--- src/design/assert_macros.svh ---
// Assertion macros shared by the point transform RTL.
`ifndef ASSERT_MACROS_SVH
`define ASSERT_MACROS_SVH
`ifndef SYNTH
`define ASSERT_HOLDS(lbl, ante, cons, msg) \
  lbl: assert property (@(posedge clk) disable iff (!rst_n) (ante) |-> (cons)) \
    else $error(msg);
`define ASSERT_NEXT(lbl, ante, cons, msg) \
  lbl: assert property (@(posedge clk) disable iff (!rst_n) (ante) |=> (cons)) \
    else $error(msg);
`else
`define ASSERT_HOLDS(lbl, ante, cons, msg)
`define ASSERT_NEXT(lbl, ante, cons, msg)
`endif
`endif

--- src/design/hpt_pkg.sv ---
// Types, widths and codes for the homography point transform.
`timescale 1ns / 1ps
package hpt_pkg;

  localparam int COEF_W        = 64;
  localparam int NCOEF         = 9;
  localparam int IDX_W         = 4;
  localparam int COORD_W       = 16;
  localparam int HALF_W        = COEF_W / 2;
  localparam int OPA_W         = HALF_W + 1;
  localparam int OPB_W         = COORD_W + 1;
  localparam int PROD_W        = OPA_W + OPB_W;
  localparam int SUM_W         = COEF_W + COORD_W + 2;
  localparam int MAG_W         = SUM_W - 1;
  localparam int OUT_W         = 57;
  localparam int OUT_FRAC_BITS = 40;
  localparam int HEAD_BITS     = OUT_W - OUT_FRAC_BITS;
  localparam int CNT_W         = $clog2(OUT_W);
  localparam int STATUS_W      = 2;

  typedef logic        [IDX_W-1:0]   idx_t;
  typedef logic signed [COEF_W-1:0]  coef_t;
  typedef logic signed [COORD_W-1:0] coord_t;
  typedef logic signed [OPA_W-1:0]   opa_t;
  typedef logic signed [OPB_W-1:0]   opb_t;
  typedef logic signed [PROD_W-1:0]  prod_t;
  typedef logic signed [SUM_W-1:0]   sum_t;
  typedef logic        [MAG_W-1:0]   mag_t;
  typedef logic        [OUT_W-1:0]   quo_t;
  typedef logic signed [OUT_W-1:0]   out_t;
  typedef logic        [CNT_W-1:0]   cnt_t;

  localparam idx_t LAST_IDX = idx_t'(NCOEF - 1);

  typedef enum logic [STATUS_W-1:0] {
    ST_OK         = 2'd0,
    ST_NOT_LOADED = 2'd1,
    ST_W_ZERO     = 2'd2,
    ST_SAT        = 2'd3
  } status_t;

  typedef enum logic {
    MODE_LOAD  = 1'b0,
    MODE_XFORM = 1'b1
  } mode_t;

  typedef struct packed {
    logic issue;
    logic first;
    logic last;
    logic hi;
  } mac_ctl_t;

  typedef struct packed {
    logic busy;
    logic done;
    logic ovf;
  } div_stat_t;

endpackage

--- src/design/hpt_in_if.sv ---
// Input channel: coefficient loads and points to transform.
`timescale 1ns / 1ps
interface hpt_in_if;
  logic                    valid;
  logic                    ready;
  hpt_pkg::mode_t          mode;
  hpt_pkg::idx_t           coef_index;
  hpt_pkg::coef_t          coef_value;
  hpt_pkg::coord_t         x_coord;
  hpt_pkg::coord_t         y_coord;

  modport source (output valid, mode, coef_index, coef_value, x_coord, y_coord,
                  input ready);
  modport sink (input valid, mode, coef_index, coef_value, x_coord, y_coord,
                output ready);
endinterface

--- src/design/hpt_out_if.sv ---
// Result channel: mapped position and status.
`timescale 1ns / 1ps
interface hpt_out_if;
  logic                    valid;
  logic                    ready;
  hpt_pkg::out_t           lon_out;
  hpt_pkg::out_t           lat_out;
  hpt_pkg::status_t        status;

  modport source (output valid, lon_out, lat_out, status, input ready);
  modport sink (input valid, lon_out, lat_out, status, output ready);
endinterface

--- src/design/homography_point_transform_core.sv ---
// Top level: coefficient store, sequencer, shared multiplier and divider.
`timescale 1ns / 1ps
`include "assert_macros.svh"
// Homography point transform.
// in_ch carries two kinds of beat: a load (mode 0) writes one Q32.32
// coefficient, row-major index 0..8, and marks the matrix loaded; indexes
// 9..15 are dropped. A transform (mode 1) maps integer (x, y) through the
// 3x3 matrix and returns u/w and v/w in Q16.40 on out_ch, with a status.
// A load gives no result and leaves the block idle. A transform holds the
// block for its whole run: the three row sums pass through the shared
// 33x17 multiplier (18 passes), then the shared restoring divider runs
// twice, each run a start, an overflow test, 57 quotient bit steps and a
// hand-off, and out_ch.valid rises once the result is registered; a
// quotient that overflows skips its 57 bit steps. With no matrix loaded
// the multiplier and divider are skipped; with w zero, the divider is.
// in_ch.ready is high only between items; the next item is taken while a
// result still sits in the output register. If out_ch stalls, a finished
// result waits there and the block holds before the output stage.
// Reset clears the coefficients and the loaded flag and drops any result.
module homography_point_transform_core (
  input  logic      clk,
  input  logic      rst_n,
  hpt_in_if.sink    in_ch,
  hpt_out_if.source out_ch
);

  typedef enum logic [2:0] {
    S_IDLE, S_MUL, S_MWAIT, S_DIV_U, S_WAIT_U, S_DIV_V, S_WAIT_V, S_FIN
  } state_t;

  state_t             state_r;
  hpt_pkg::coef_t     coef_r [hpt_pkg::NCOEF];
  logic               loaded_r;
  hpt_pkg::idx_t      idx_r;
  logic               half_r;
  hpt_pkg::coord_t    x_r;
  hpt_pkg::coord_t    y_r;
  hpt_pkg::sum_t      u_r;
  hpt_pkg::sum_t      v_r;
  hpt_pkg::sum_t      w_r;
  hpt_pkg::out_t      lon_r;
  hpt_pkg::out_t      lat_r;
  logic               sat_r;
  hpt_pkg::status_t   status_r;
  logic               out_valid_r;
  hpt_pkg::out_t      out_lon_r;
  hpt_pkg::out_t      out_lat_r;
  hpt_pkg::status_t   out_status_r;

  logic               in_fire;
  hpt_pkg::coef_t     coef_sel;
  hpt_pkg::mac_ctl_t  mac_ctl;
  hpt_pkg::opa_t      a_op;
  hpt_pkg::opb_t      b_op;
  hpt_pkg::sum_t      mac_acc;
  logic               mac_done;
  logic               div_start;
  hpt_pkg::mag_t      num_mag;
  hpt_pkg::mag_t      den_mag;
  hpt_pkg::div_stat_t div_stat;
  hpt_pkg::quo_t      div_quo;
  logic               neg_sel;
  logic [hpt_pkg::OUT_W:0] res_sat;

  function automatic hpt_pkg::mag_t mag_of(input hpt_pkg::sum_t v);
    logic [hpt_pkg::SUM_W-1:0] n;
    n = -v;
    return v[hpt_pkg::SUM_W-1] ? n[hpt_pkg::MAG_W-1:0] : v[hpt_pkg::MAG_W-1:0];
  endfunction

  // Apply sign and clamp; top bit of the result flags a clamp
  function automatic logic [hpt_pkg::OUT_W:0] sign_sat(input hpt_pkg::quo_t mag,
                                                       input logic ovf,
                                                       input logic neg);
    hpt_pkg::quo_t res;
    logic          sat;
    sat = 1'b0;
    if (neg) begin
      if (ovf || (mag[hpt_pkg::OUT_W-1] && |mag[hpt_pkg::OUT_W-2:0])) begin
        sat = 1'b1;
        res = {1'b1, {(hpt_pkg::OUT_W-1){1'b0}}};
      end else begin
        res = -mag;
      end
    end else begin
      if (ovf || mag[hpt_pkg::OUT_W-1]) begin
        sat = 1'b1;
        res = {1'b0, {(hpt_pkg::OUT_W-1){1'b1}}};
      end else begin
        res = mag;
      end
    end
    return {sat, res};
  endfunction

  assign in_ch.ready = (state_r == S_IDLE);
  assign in_fire     = in_ch.valid && in_ch.ready;

  // Multiplier operands: coefficient half against x, y or one
  always_comb begin
    coef_sel      = coef_r[idx_r];
    mac_ctl.issue = (state_r == S_MUL);
    mac_ctl.first = !half_r && (idx_r inside {4'd0, 4'd3, 4'd6});
    mac_ctl.last  = half_r && (idx_r inside {4'd2, 4'd5, 4'd8});
    mac_ctl.hi    = half_r;
    a_op = half_r ? {coef_sel[hpt_pkg::COEF_W-1], coef_sel[hpt_pkg::COEF_W-1:hpt_pkg::HALF_W]}
                  : {1'b0, coef_sel[hpt_pkg::HALF_W-1:0]};
    if (idx_r inside {4'd0, 4'd3, 4'd6}) begin
      b_op = {x_r[hpt_pkg::COORD_W-1], x_r};
    end else if (idx_r inside {4'd1, 4'd4, 4'd7}) begin
      b_op = {y_r[hpt_pkg::COORD_W-1], y_r};
    end else begin
      b_op = {{(hpt_pkg::OPB_W-1){1'b0}}, 1'b1};
    end
  end

  always_comb begin
    div_start = (state_r == S_DIV_U) || (state_r == S_DIV_V);
    num_mag   = (state_r == S_DIV_V) ? mag_of(v_r) : mag_of(u_r);
    den_mag   = mag_of(w_r);
    neg_sel   = ((state_r == S_WAIT_V) ? v_r[hpt_pkg::SUM_W-1] : u_r[hpt_pkg::SUM_W-1])
                ^ w_r[hpt_pkg::SUM_W-1];
    res_sat   = sign_sat(div_quo, div_stat.ovf, neg_sel);
  end

  hpt_mac u_mac (
    .clk  (clk),
    .rst_n(rst_n),
    .ctl  (mac_ctl),
    .a_op (a_op),
    .b_op (b_op),
    .acc  (mac_acc),
    .done (mac_done)
  );

  hpt_div u_div (
    .clk    (clk),
    .rst_n  (rst_n),
    .start  (div_start),
    .num_mag(num_mag),
    .den_mag(den_mag),
    .stat   (div_stat),
    .quo    (div_quo)
  );

  always_ff @(posedge clk) begin
    if (!rst_n) begin
      state_r     <= S_IDLE;
      loaded_r    <= 1'b0;
      out_valid_r <= 1'b0;
      for (int i = 0; i < hpt_pkg::NCOEF; i++) begin
        coef_r[i] <= '0;
      end
    end else begin
      // Drop a taken beat; S_FIN refills the register itself
      if (out_valid_r && out_ch.ready && (state_r != S_FIN)) begin
        out_valid_r <= 1'b0;
      end
      case (state_r)
        S_IDLE: begin
          if (in_fire) begin
            if (in_ch.mode == hpt_pkg::MODE_LOAD) begin
              if (in_ch.coef_index <= hpt_pkg::LAST_IDX) begin
                coef_r[in_ch.coef_index] <= in_ch.coef_value;
                loaded_r                 <= 1'b1;
              end
            end else begin
              x_r    <= in_ch.x_coord;
              y_r    <= in_ch.y_coord;
              idx_r  <= '0;
              half_r <= 1'b0;
              sat_r  <= 1'b0;
              if (!loaded_r) begin
                lon_r    <= '0;
                lat_r    <= '0;
                status_r <= hpt_pkg::ST_NOT_LOADED;
                state_r  <= S_FIN;
              end else begin
                state_r <= S_MUL;
              end
            end
          end
        end
        S_MUL: begin
          if (mac_ctl.last) begin
            state_r <= S_MWAIT;
          end else begin
            half_r <= ~half_r;
            if (half_r) begin
              idx_r <= idx_r + 1'b1;
            end
          end
        end
        S_MWAIT: begin
          if (mac_done) begin
            case (idx_r)
              4'd2:    u_r <= mac_acc;
              4'd5:    v_r <= mac_acc;
              default: w_r <= mac_acc;
            endcase
            if (idx_r == hpt_pkg::LAST_IDX) begin
              if (mac_acc == '0) begin
                lon_r    <= '0;
                lat_r    <= '0;
                status_r <= hpt_pkg::ST_W_ZERO;
                state_r  <= S_FIN;
              end else begin
                state_r <= S_DIV_U;
              end
            end else begin
              idx_r   <= idx_r + 1'b1;
              half_r  <= 1'b0;
              state_r <= S_MUL;
            end
          end
        end
        S_DIV_U: state_r <= S_WAIT_U;
        S_WAIT_U: begin
          if (div_stat.done) begin
            lon_r   <= res_sat[hpt_pkg::OUT_W-1:0];
            sat_r   <= res_sat[hpt_pkg::OUT_W];
            state_r <= S_DIV_V;
          end
        end
        S_DIV_V: state_r <= S_WAIT_V;
        S_WAIT_V: begin
          if (div_stat.done) begin
            lat_r    <= res_sat[hpt_pkg::OUT_W-1:0];
            status_r <= (sat_r || res_sat[hpt_pkg::OUT_W]) ? hpt_pkg::ST_SAT : hpt_pkg::ST_OK;
            state_r  <= S_FIN;
          end
        end
        S_FIN: begin
          // Hold until the output register is free
          if (!out_valid_r || out_ch.ready) begin
            out_valid_r  <= 1'b1;
            out_lon_r    <= lon_r;
            out_lat_r    <= lat_r;
            out_status_r <= status_r;
            state_r      <= S_IDLE;
          end
        end
        default: state_r <= S_IDLE;
      endcase
    end
  end

  assign out_ch.valid   = out_valid_r;
  assign out_ch.lon_out = out_lon_r;
  assign out_ch.lat_out = out_lat_r;
  assign out_ch.status  = out_status_r;

  `ASSERT_HOLDS(a_fault_zero, out_ch.valid && (out_ch.status == hpt_pkg::ST_NOT_LOADED || out_ch.status == hpt_pkg::ST_W_ZERO), out_ch.lon_out == '0 && out_ch.lat_out == '0, "fault result with nonzero position")
  `ASSERT_NEXT(a_unloaded_fast, in_fire && in_ch.mode == hpt_pkg::MODE_XFORM && !loaded_r, state_r == S_FIN, "unloaded transform did not finish at once")
  `ASSERT_NEXT(a_load_stays_idle, in_fire && in_ch.mode == hpt_pkg::MODE_LOAD, state_r == S_IDLE, "load beat left idle")
  `ASSERT_HOLDS(a_div_free, div_start, !div_stat.busy, "divider started while busy")

endmodule

--- src/design/hpt_mac.sv ---
// Shared 33x17 signed multiplier with a registered product and a row accumulator.
`timescale 1ns / 1ps
module hpt_mac (
  input  logic              clk,
  input  logic              rst_n,
  input  hpt_pkg::mac_ctl_t ctl,
  input  hpt_pkg::opa_t     a_op,
  input  hpt_pkg::opb_t     b_op,
  output hpt_pkg::sum_t     acc,
  output logic              done
);

  hpt_pkg::prod_t p_r;
  logic           v_r;
  logic           first_r;
  logic           last_r;
  logic           hi_r;
  logic           done_r;
  hpt_pkg::sum_t  acc_r;
  hpt_pkg::sum_t  ext;
  hpt_pkg::sum_t  term;

  // Upper coefficient half carries weight 2^32
  always_comb begin
    ext  = hpt_pkg::sum_t'(p_r);
    term = hi_r ? (ext <<< hpt_pkg::HALF_W) : ext;
  end

  always_ff @(posedge clk) begin
    if (!rst_n) begin
      v_r    <= 1'b0;
      done_r <= 1'b0;
    end else begin
      v_r    <= ctl.issue;
      done_r <= v_r && last_r;
    end
    p_r     <= a_op * b_op;
    first_r <= ctl.first;
    last_r  <= ctl.last;
    hi_r    <= ctl.hi;
    if (v_r) begin
      acc_r <= first_r ? term : acc_r + term;
    end
  end

  assign acc  = acc_r;
  assign done = done_r;

endmodule

--- src/design/hpt_div.sv ---
// Restoring divider, one quotient bit per cycle, with an up-front overflow test.
`timescale 1ns / 1ps
module hpt_div (
  input  logic               clk,
  input  logic               rst_n,
  input  logic               start,
  input  hpt_pkg::mag_t      num_mag,
  input  hpt_pkg::mag_t      den_mag,
  output hpt_pkg::div_stat_t stat,
  output hpt_pkg::quo_t      quo
);

  typedef enum logic [1:0] {D_IDLE, D_CHECK, D_ITER} dstate_t;

  dstate_t                       st_r;
  logic                          done_r;
  logic                          ovf_r;
  hpt_pkg::mag_t                 num_r;
  hpt_pkg::mag_t                 den_r;
  hpt_pkg::mag_t                 rem_r;
  logic [hpt_pkg::HEAD_BITS-1:0] feed_r;
  hpt_pkg::quo_t                 quo_r;
  hpt_pkg::cnt_t                 cnt_r;

  logic [hpt_pkg::MAG_W:0]       trial;
  logic [hpt_pkg::MAG_W+1:0]     diff;
  logic                          ge;
  logic                          too_big;

  always_comb begin
    trial   = {rem_r, feed_r[hpt_pkg::HEAD_BITS-1]};
    diff    = {1'b0, trial} - {2'b00, den_r};
    ge      = ~diff[hpt_pkg::MAG_W+1];
    // Quotient reaches 2^57 exactly when num >= den * 2^17
    too_big = {{hpt_pkg::HEAD_BITS{1'b0}}, num_r} >= {den_r, {hpt_pkg::HEAD_BITS{1'b0}}};
  end

  always_ff @(posedge clk) begin
    if (!rst_n) begin
      st_r   <= D_IDLE;
      done_r <= 1'b0;
    end else begin
      done_r <= 1'b0;
      case (st_r)
        D_IDLE: begin
          if (start) begin
            num_r <= num_mag;
            den_r <= den_mag;
            st_r  <= D_CHECK;
          end
        end
        D_CHECK: begin
          quo_r <= '0;
          if (too_big) begin
            ovf_r  <= 1'b1;
            done_r <= 1'b1;
            st_r   <= D_IDLE;
          end else begin
            ovf_r  <= 1'b0;
            rem_r  <= hpt_pkg::mag_t'(num_r[hpt_pkg::MAG_W-1:hpt_pkg::HEAD_BITS]);
            feed_r <= num_r[hpt_pkg::HEAD_BITS-1:0];
            cnt_r  <= hpt_pkg::cnt_t'(hpt_pkg::OUT_W - 1);
            st_r   <= D_ITER;
          end
        end
        D_ITER: begin
          rem_r  <= ge ? diff[hpt_pkg::MAG_W-1:0] : trial[hpt_pkg::MAG_W-1:0];
          quo_r  <= {quo_r[hpt_pkg::OUT_W-2:0], ge};
          feed_r <= {feed_r[hpt_pkg::HEAD_BITS-2:0], 1'b0};
          if (cnt_r == '0) begin
            done_r <= 1'b1;
            st_r   <= D_IDLE;
          end else begin
            cnt_r <= cnt_r - 1'b1;
          end
        end
        default: st_r <= D_IDLE;
      endcase
    end
  end

  assign stat.busy = (st_r != D_IDLE);
  assign stat.done = done_r;
  assign stat.ovf  = ovf_r;
  assign quo       = quo_r;

endmodule
--- src/flat_wrapper.sv ---
// flat-port wrapper written by rule: the top's interface ports become plain ports
module homography_point_transform_core_flat 
  (clk, rst_n, in_ch_valid, in_ch_mode, in_ch_coef_index, in_ch_coef_value, in_ch_x_coord, in_ch_y_coord, in_ch_ready, out_ch_valid, out_ch_lon_out, out_ch_lat_out, out_ch_status, out_ch_ready);
  hpt_in_if in_ch_i ();
  hpt_out_if out_ch_i ();
  input  logic clk;
  input  logic rst_n;
  input wire logic [$bits(in_ch_i.valid)-1:0] in_ch_valid;
  input wire logic [$bits(in_ch_i.mode)-1:0] in_ch_mode;
  input wire logic [$bits(in_ch_i.coef_index)-1:0] in_ch_coef_index;
  input wire logic [$bits(in_ch_i.coef_value)-1:0] in_ch_coef_value;
  input wire logic [$bits(in_ch_i.x_coord)-1:0] in_ch_x_coord;
  input wire logic [$bits(in_ch_i.y_coord)-1:0] in_ch_y_coord;
  output wire logic [$bits(in_ch_i.ready)-1:0] in_ch_ready;
  output wire logic [$bits(out_ch_i.valid)-1:0] out_ch_valid;
  output wire logic [$bits(out_ch_i.lon_out)-1:0] out_ch_lon_out;
  output wire logic [$bits(out_ch_i.lat_out)-1:0] out_ch_lat_out;
  output wire logic [$bits(out_ch_i.status)-1:0] out_ch_status;
  input wire logic [$bits(out_ch_i.ready)-1:0] out_ch_ready;
  assign in_ch_i.valid = in_ch_valid;
  assign in_ch_i.mode = in_ch_mode;
  assign in_ch_i.coef_index = in_ch_coef_index;
  assign in_ch_i.coef_value = in_ch_coef_value;
  assign in_ch_i.x_coord = in_ch_x_coord;
  assign in_ch_i.y_coord = in_ch_y_coord;
  assign in_ch_ready = in_ch_i.ready;
  assign out_ch_valid = out_ch_i.valid;
  assign out_ch_lon_out = out_ch_i.lon_out;
  assign out_ch_lat_out = out_ch_i.lat_out;
  assign out_ch_status = out_ch_i.status;
  assign out_ch_i.ready = out_ch_ready;
  homography_point_transform_core u_core (.clk(clk), .rst_n(rst_n), .in_ch(in_ch_i), .out_ch(out_ch_i));
endmodule
--- config.mk ---
export PLATFORM = sky130hd
export DESIGN_NAME = homography_point_transform_core_flat
export DESIGN_NICKNAME = d
export VERILOG_FILES = /design/src/design/hpt_pkg.sv /design/src/design/hpt_in_if.sv /design/src/design/hpt_out_if.sv /design/src/design/homography_point_transform_core.sv /design/src/design/hpt_mac.sv /design/src/design/hpt_div.sv /design/src/flat_wrapper.sv
export VERILOG_INCLUDE_DIRS = /design/src /design/src/design
export SDC_FILE = /design/constraint.sdc
export NUM_CORES = 2
export LEC_CHECK = 0
export BUFFER_PORTS_ARGS = -buffer_cell sky130_fd_sc_hd__buf_2
export CORE_MARGIN = 3
export CORE_UTILIZATION = 48
export CTS_BUF_LIST = sky130_fd_sc_hd__clkbuf_8
export CTS_CLUSTER_DIAMETER = 40
export DETAILED_ROUTE_END_ITERATION = 8
export PLACE_DENSITY_LB_ADDON = 0.08
export SYNTH_ARGS = -nofsm -noshare
export SYNTH_HDL_FRONTEND = slang
export SYNTH_HIERARCHICAL = 1
export SYNTH_SLANG_ARGS = --single-unit
--- constraint.sdc ---
create_clock -name clk -period 16.1 [get_ports clk]
set_input_delay 0.805 -clock clk [delete_from_list [all_inputs] [get_ports clk]]
set_output_delay 0.805 -clock clk [all_outputs]
set_load 0.1 [all_outputs]
==> results.yml <==
layout:
  multi_input_area_um2: 53600
  drive_gt1_frac: 0.131
  seqCellArea_um2: 59800
  nNetsFinal: 11100
  fillers: 20500
  area_growth_pct: 12.1
sta:
  max_freq_mhz: 96.2
  period_share: 0.646
  slew_headroom: 0.178
  setup_viol: 0
  hold_slack_ns: 0.103
  min_period_ns: 10.40
  worst_pin_slew_ns: 1.23
  rsz0062_at_grt: "no"
  hold_violations: 0
  drv_slew: 0
  skew_ns: 0.106
  tns_ns: 0
floorplanning:
  dieArea_um2: 248000
  ios: 223
  core_um2: 239000
  start_util: 0.485
  fp.dieH_um: 498
  fp.dieW_um: 498
  rows: 179
clock_tree:
  cts_max_path_buffers: 4
  clk_latency_ns: 1.10
  htreeDepth: 5
  cts_tree: "done"
  cts-root-buf: "clkbuf_8"
  cts_setup_buffers: 0
  cts_sinks: 2013
  holdBufCountCts: 65
  cts_resized: 0
  worst_setup_hold_path_clk_slew_ns: 0.06
  cts_buffers: 382
hold_path:
  hp-class: "input port to register"
  hold_end: "u_core/coef_r[10][29]"
  hold_depth: 1
  hp-start: "in_ch_coef_value[29]"
outcome:
  status: "complete, no violations"
flow_run:
  timing.max_cap.violations: 0
worst_setup_path:
  ff2ff_path_depth: 28
  cp_common_cell: "fa_1"
  path_delay_family: "adder cells"
  critPathBufInv: 6
  worstPathMaxFanout: 113
  worstPathRequired_ns: 16.99
  startpoint_type: "register"
  worst_setup_path_end_kind: "register"
  crit_type: "register to register"
  arrival_ns: 11.28
  r2r_slack_ns: 5.70
  cp_slowest_cell: "dfxtp_4"
  r2r-end: "u_core/u_mac/p_r[45]"
  cp_slowest_stage_delay_ns: 0.93
grt:
  track_usage: 0.258
  grt_antenna_before_repair: 35
  grt_pass1_wl_um: 488000
  grt_max_degree: 114
  grt_pass1_vias: 78200
  grt-ovfl-total: 0
yosys:
  avgSynthCellArea_um2: 12.5
  synth_cells: 9300
  async_flop_share: 0
  synth_seq_cells: 2013
  synthFlopType: "edfxtp_1"
  synth_warnings: 6
  synth_area_leaders: "edfxtp_1 50%, fa_1 9.3%, mux4_2 6.2%, and2_1 4.9%, ha_1 3.8%"
  yosysSeqAreaShare: 0.515
  syn_area_um2: 116000
  synth_edf_count: 1946
  synth_cell_types: 111
  yosysTopAreaCell: "edfxtp_1"
  synth_most_common_cell: "edfxtp_1"
  netlist.area_leader.share: 0.504
  ys_top_cells_by_count: "1946 x edfxtp_1, 903 x and2_1, 812 x nand2_1"
detailed_routing:
  drcViolationCount: 0
  ant_nets: 0
  drt_iter0_drc: 6691
  vias: 76600
  viasPerCell: 5.66
  wl_per_cell_um: 23.6
  wl_um: 319000
  firstDrtPassIters: 5
placed_design:
  portBuffers: 222
  place_congestion: 0.913
  dp_hpwl_um: 219000
==> cell type report <==
class,instances,area share
timing repair buffer,393,0.0199
sequential,2013,0.460
tap,3167,0.0305
multi-input combinational,6542,0.412
clock inverter,283,0.0155
inverter,725,0.0209
antenna,8,0.000154
clock buffer,389,0.0412
==> worst max path at each step <==
stage / from / end / depth (start not counted) / slack, ns
after global routing: register / u_core/u_mac/p_r[45] / 28 / 5.01
after detailed placement: register / u_core/u_mac/p_r[45] / 28 / 5.64
after global placement: register / u_core/u_mac/p_r[45] / 28 / 5.78
after floorplan: u_core/state_r[2] / u_core/coef_r[1][0] / 6 / 7.33
final: register / u_core/u_mac/p_r[45] / 28 / 5.70
after CTS: register / u_core/u_mac/p_r[45] / 28 / 5.57
==> layer usage <==
metal / routed length, um / vias to the layer above / GRT usage
met4: 6390 / 6 / 0.0588
met3: 22000 / 467 / 0.0412
met2: 146000 / 2727 / 0.403
li1: - / 34500 / -
met1: 145000 / 38900 / 0.380
met5: 34 / - / 0
==> per-stage QoR <==
step	utilization	area [um2]	std cells	setup WS, ns
2_1_floorplan	-	118000	9747	7.33
3_3_place_gp	0.510	122000	12800	5.78
3_5_place_dp	0.510	122000	12800	5.64
4_1_cts	0.544	130000	13500	5.57
5_1_grt	0.544	130000	13500	5.01
6_report	0.544	130000	13500	5.70
==> state kept, by name, summed over array words and instances (netlist names), 17 cells and up, named ones only <==
register,flops
u_core/w_r,82
u_core/out_ch.lat_out,57
u_core/u_div/feed_r,17
u_core/u_mac/p_r,50
u_core/u_div/rem_r,81
u_core/out_ch.lon_out,57
u_core/u_div/den_r,81
u_core/lat_r,57
u_core/coef_r,1024
u_core/lon_r,57
u_core/u_r,82
u_core/v_r,82
u_core/u_mac/acc,82
u_core/u_div/num_r,81
u_core/u_div/quo,57
==> cells in the final DEF (no fill, tap or decap), types with 44 or more instances in the layout <==
master	n
xor2_1	205
dlygate4sd3_1	65
conb_1	448
mux2_2	75
edfxtp_1	1946
nor2b_1	64
dfxtp_1	60
nor4_1	81
xnor2_1	226
a21oi_1	381
mux4_2	320
clkinv_1	77
nand2b_1	53
or4_1	53
clkinv_2	44
fa_1	538
o21bai_1	49
o31ai_1	90
inv_1	822
nand4_1	106
nand2_1	812
mux2i_1	57
buf_4	104
a21o_1	111
clkbuf_8	389
o21ai_0	289
a31oi_1	104
and2_1	902
nor3_1	105
or3_1	57
ha_1	355
nor2_1	463
nand3_1	103
buf_2	222
==> logic make-up (layout without fill, tap and decap cells) <==
kind of cell,Yosys count,count (layout),synth area share
simple gates,2952,2952,0.131
flops,2013,2013,0.515
compound gates,1363,1363,0.0752
buf+inv,1192,1790,0.0396
fa+ha+maj,894,894,0.131
mux,452,452,0.0743
xor+xnor,433,433,0.0327
other cells,1,456,0.0000323
Power is left out: the tool's default activity adds up to more than one toggle a clock period on the data nets, which glitch-free logic cannot reach.
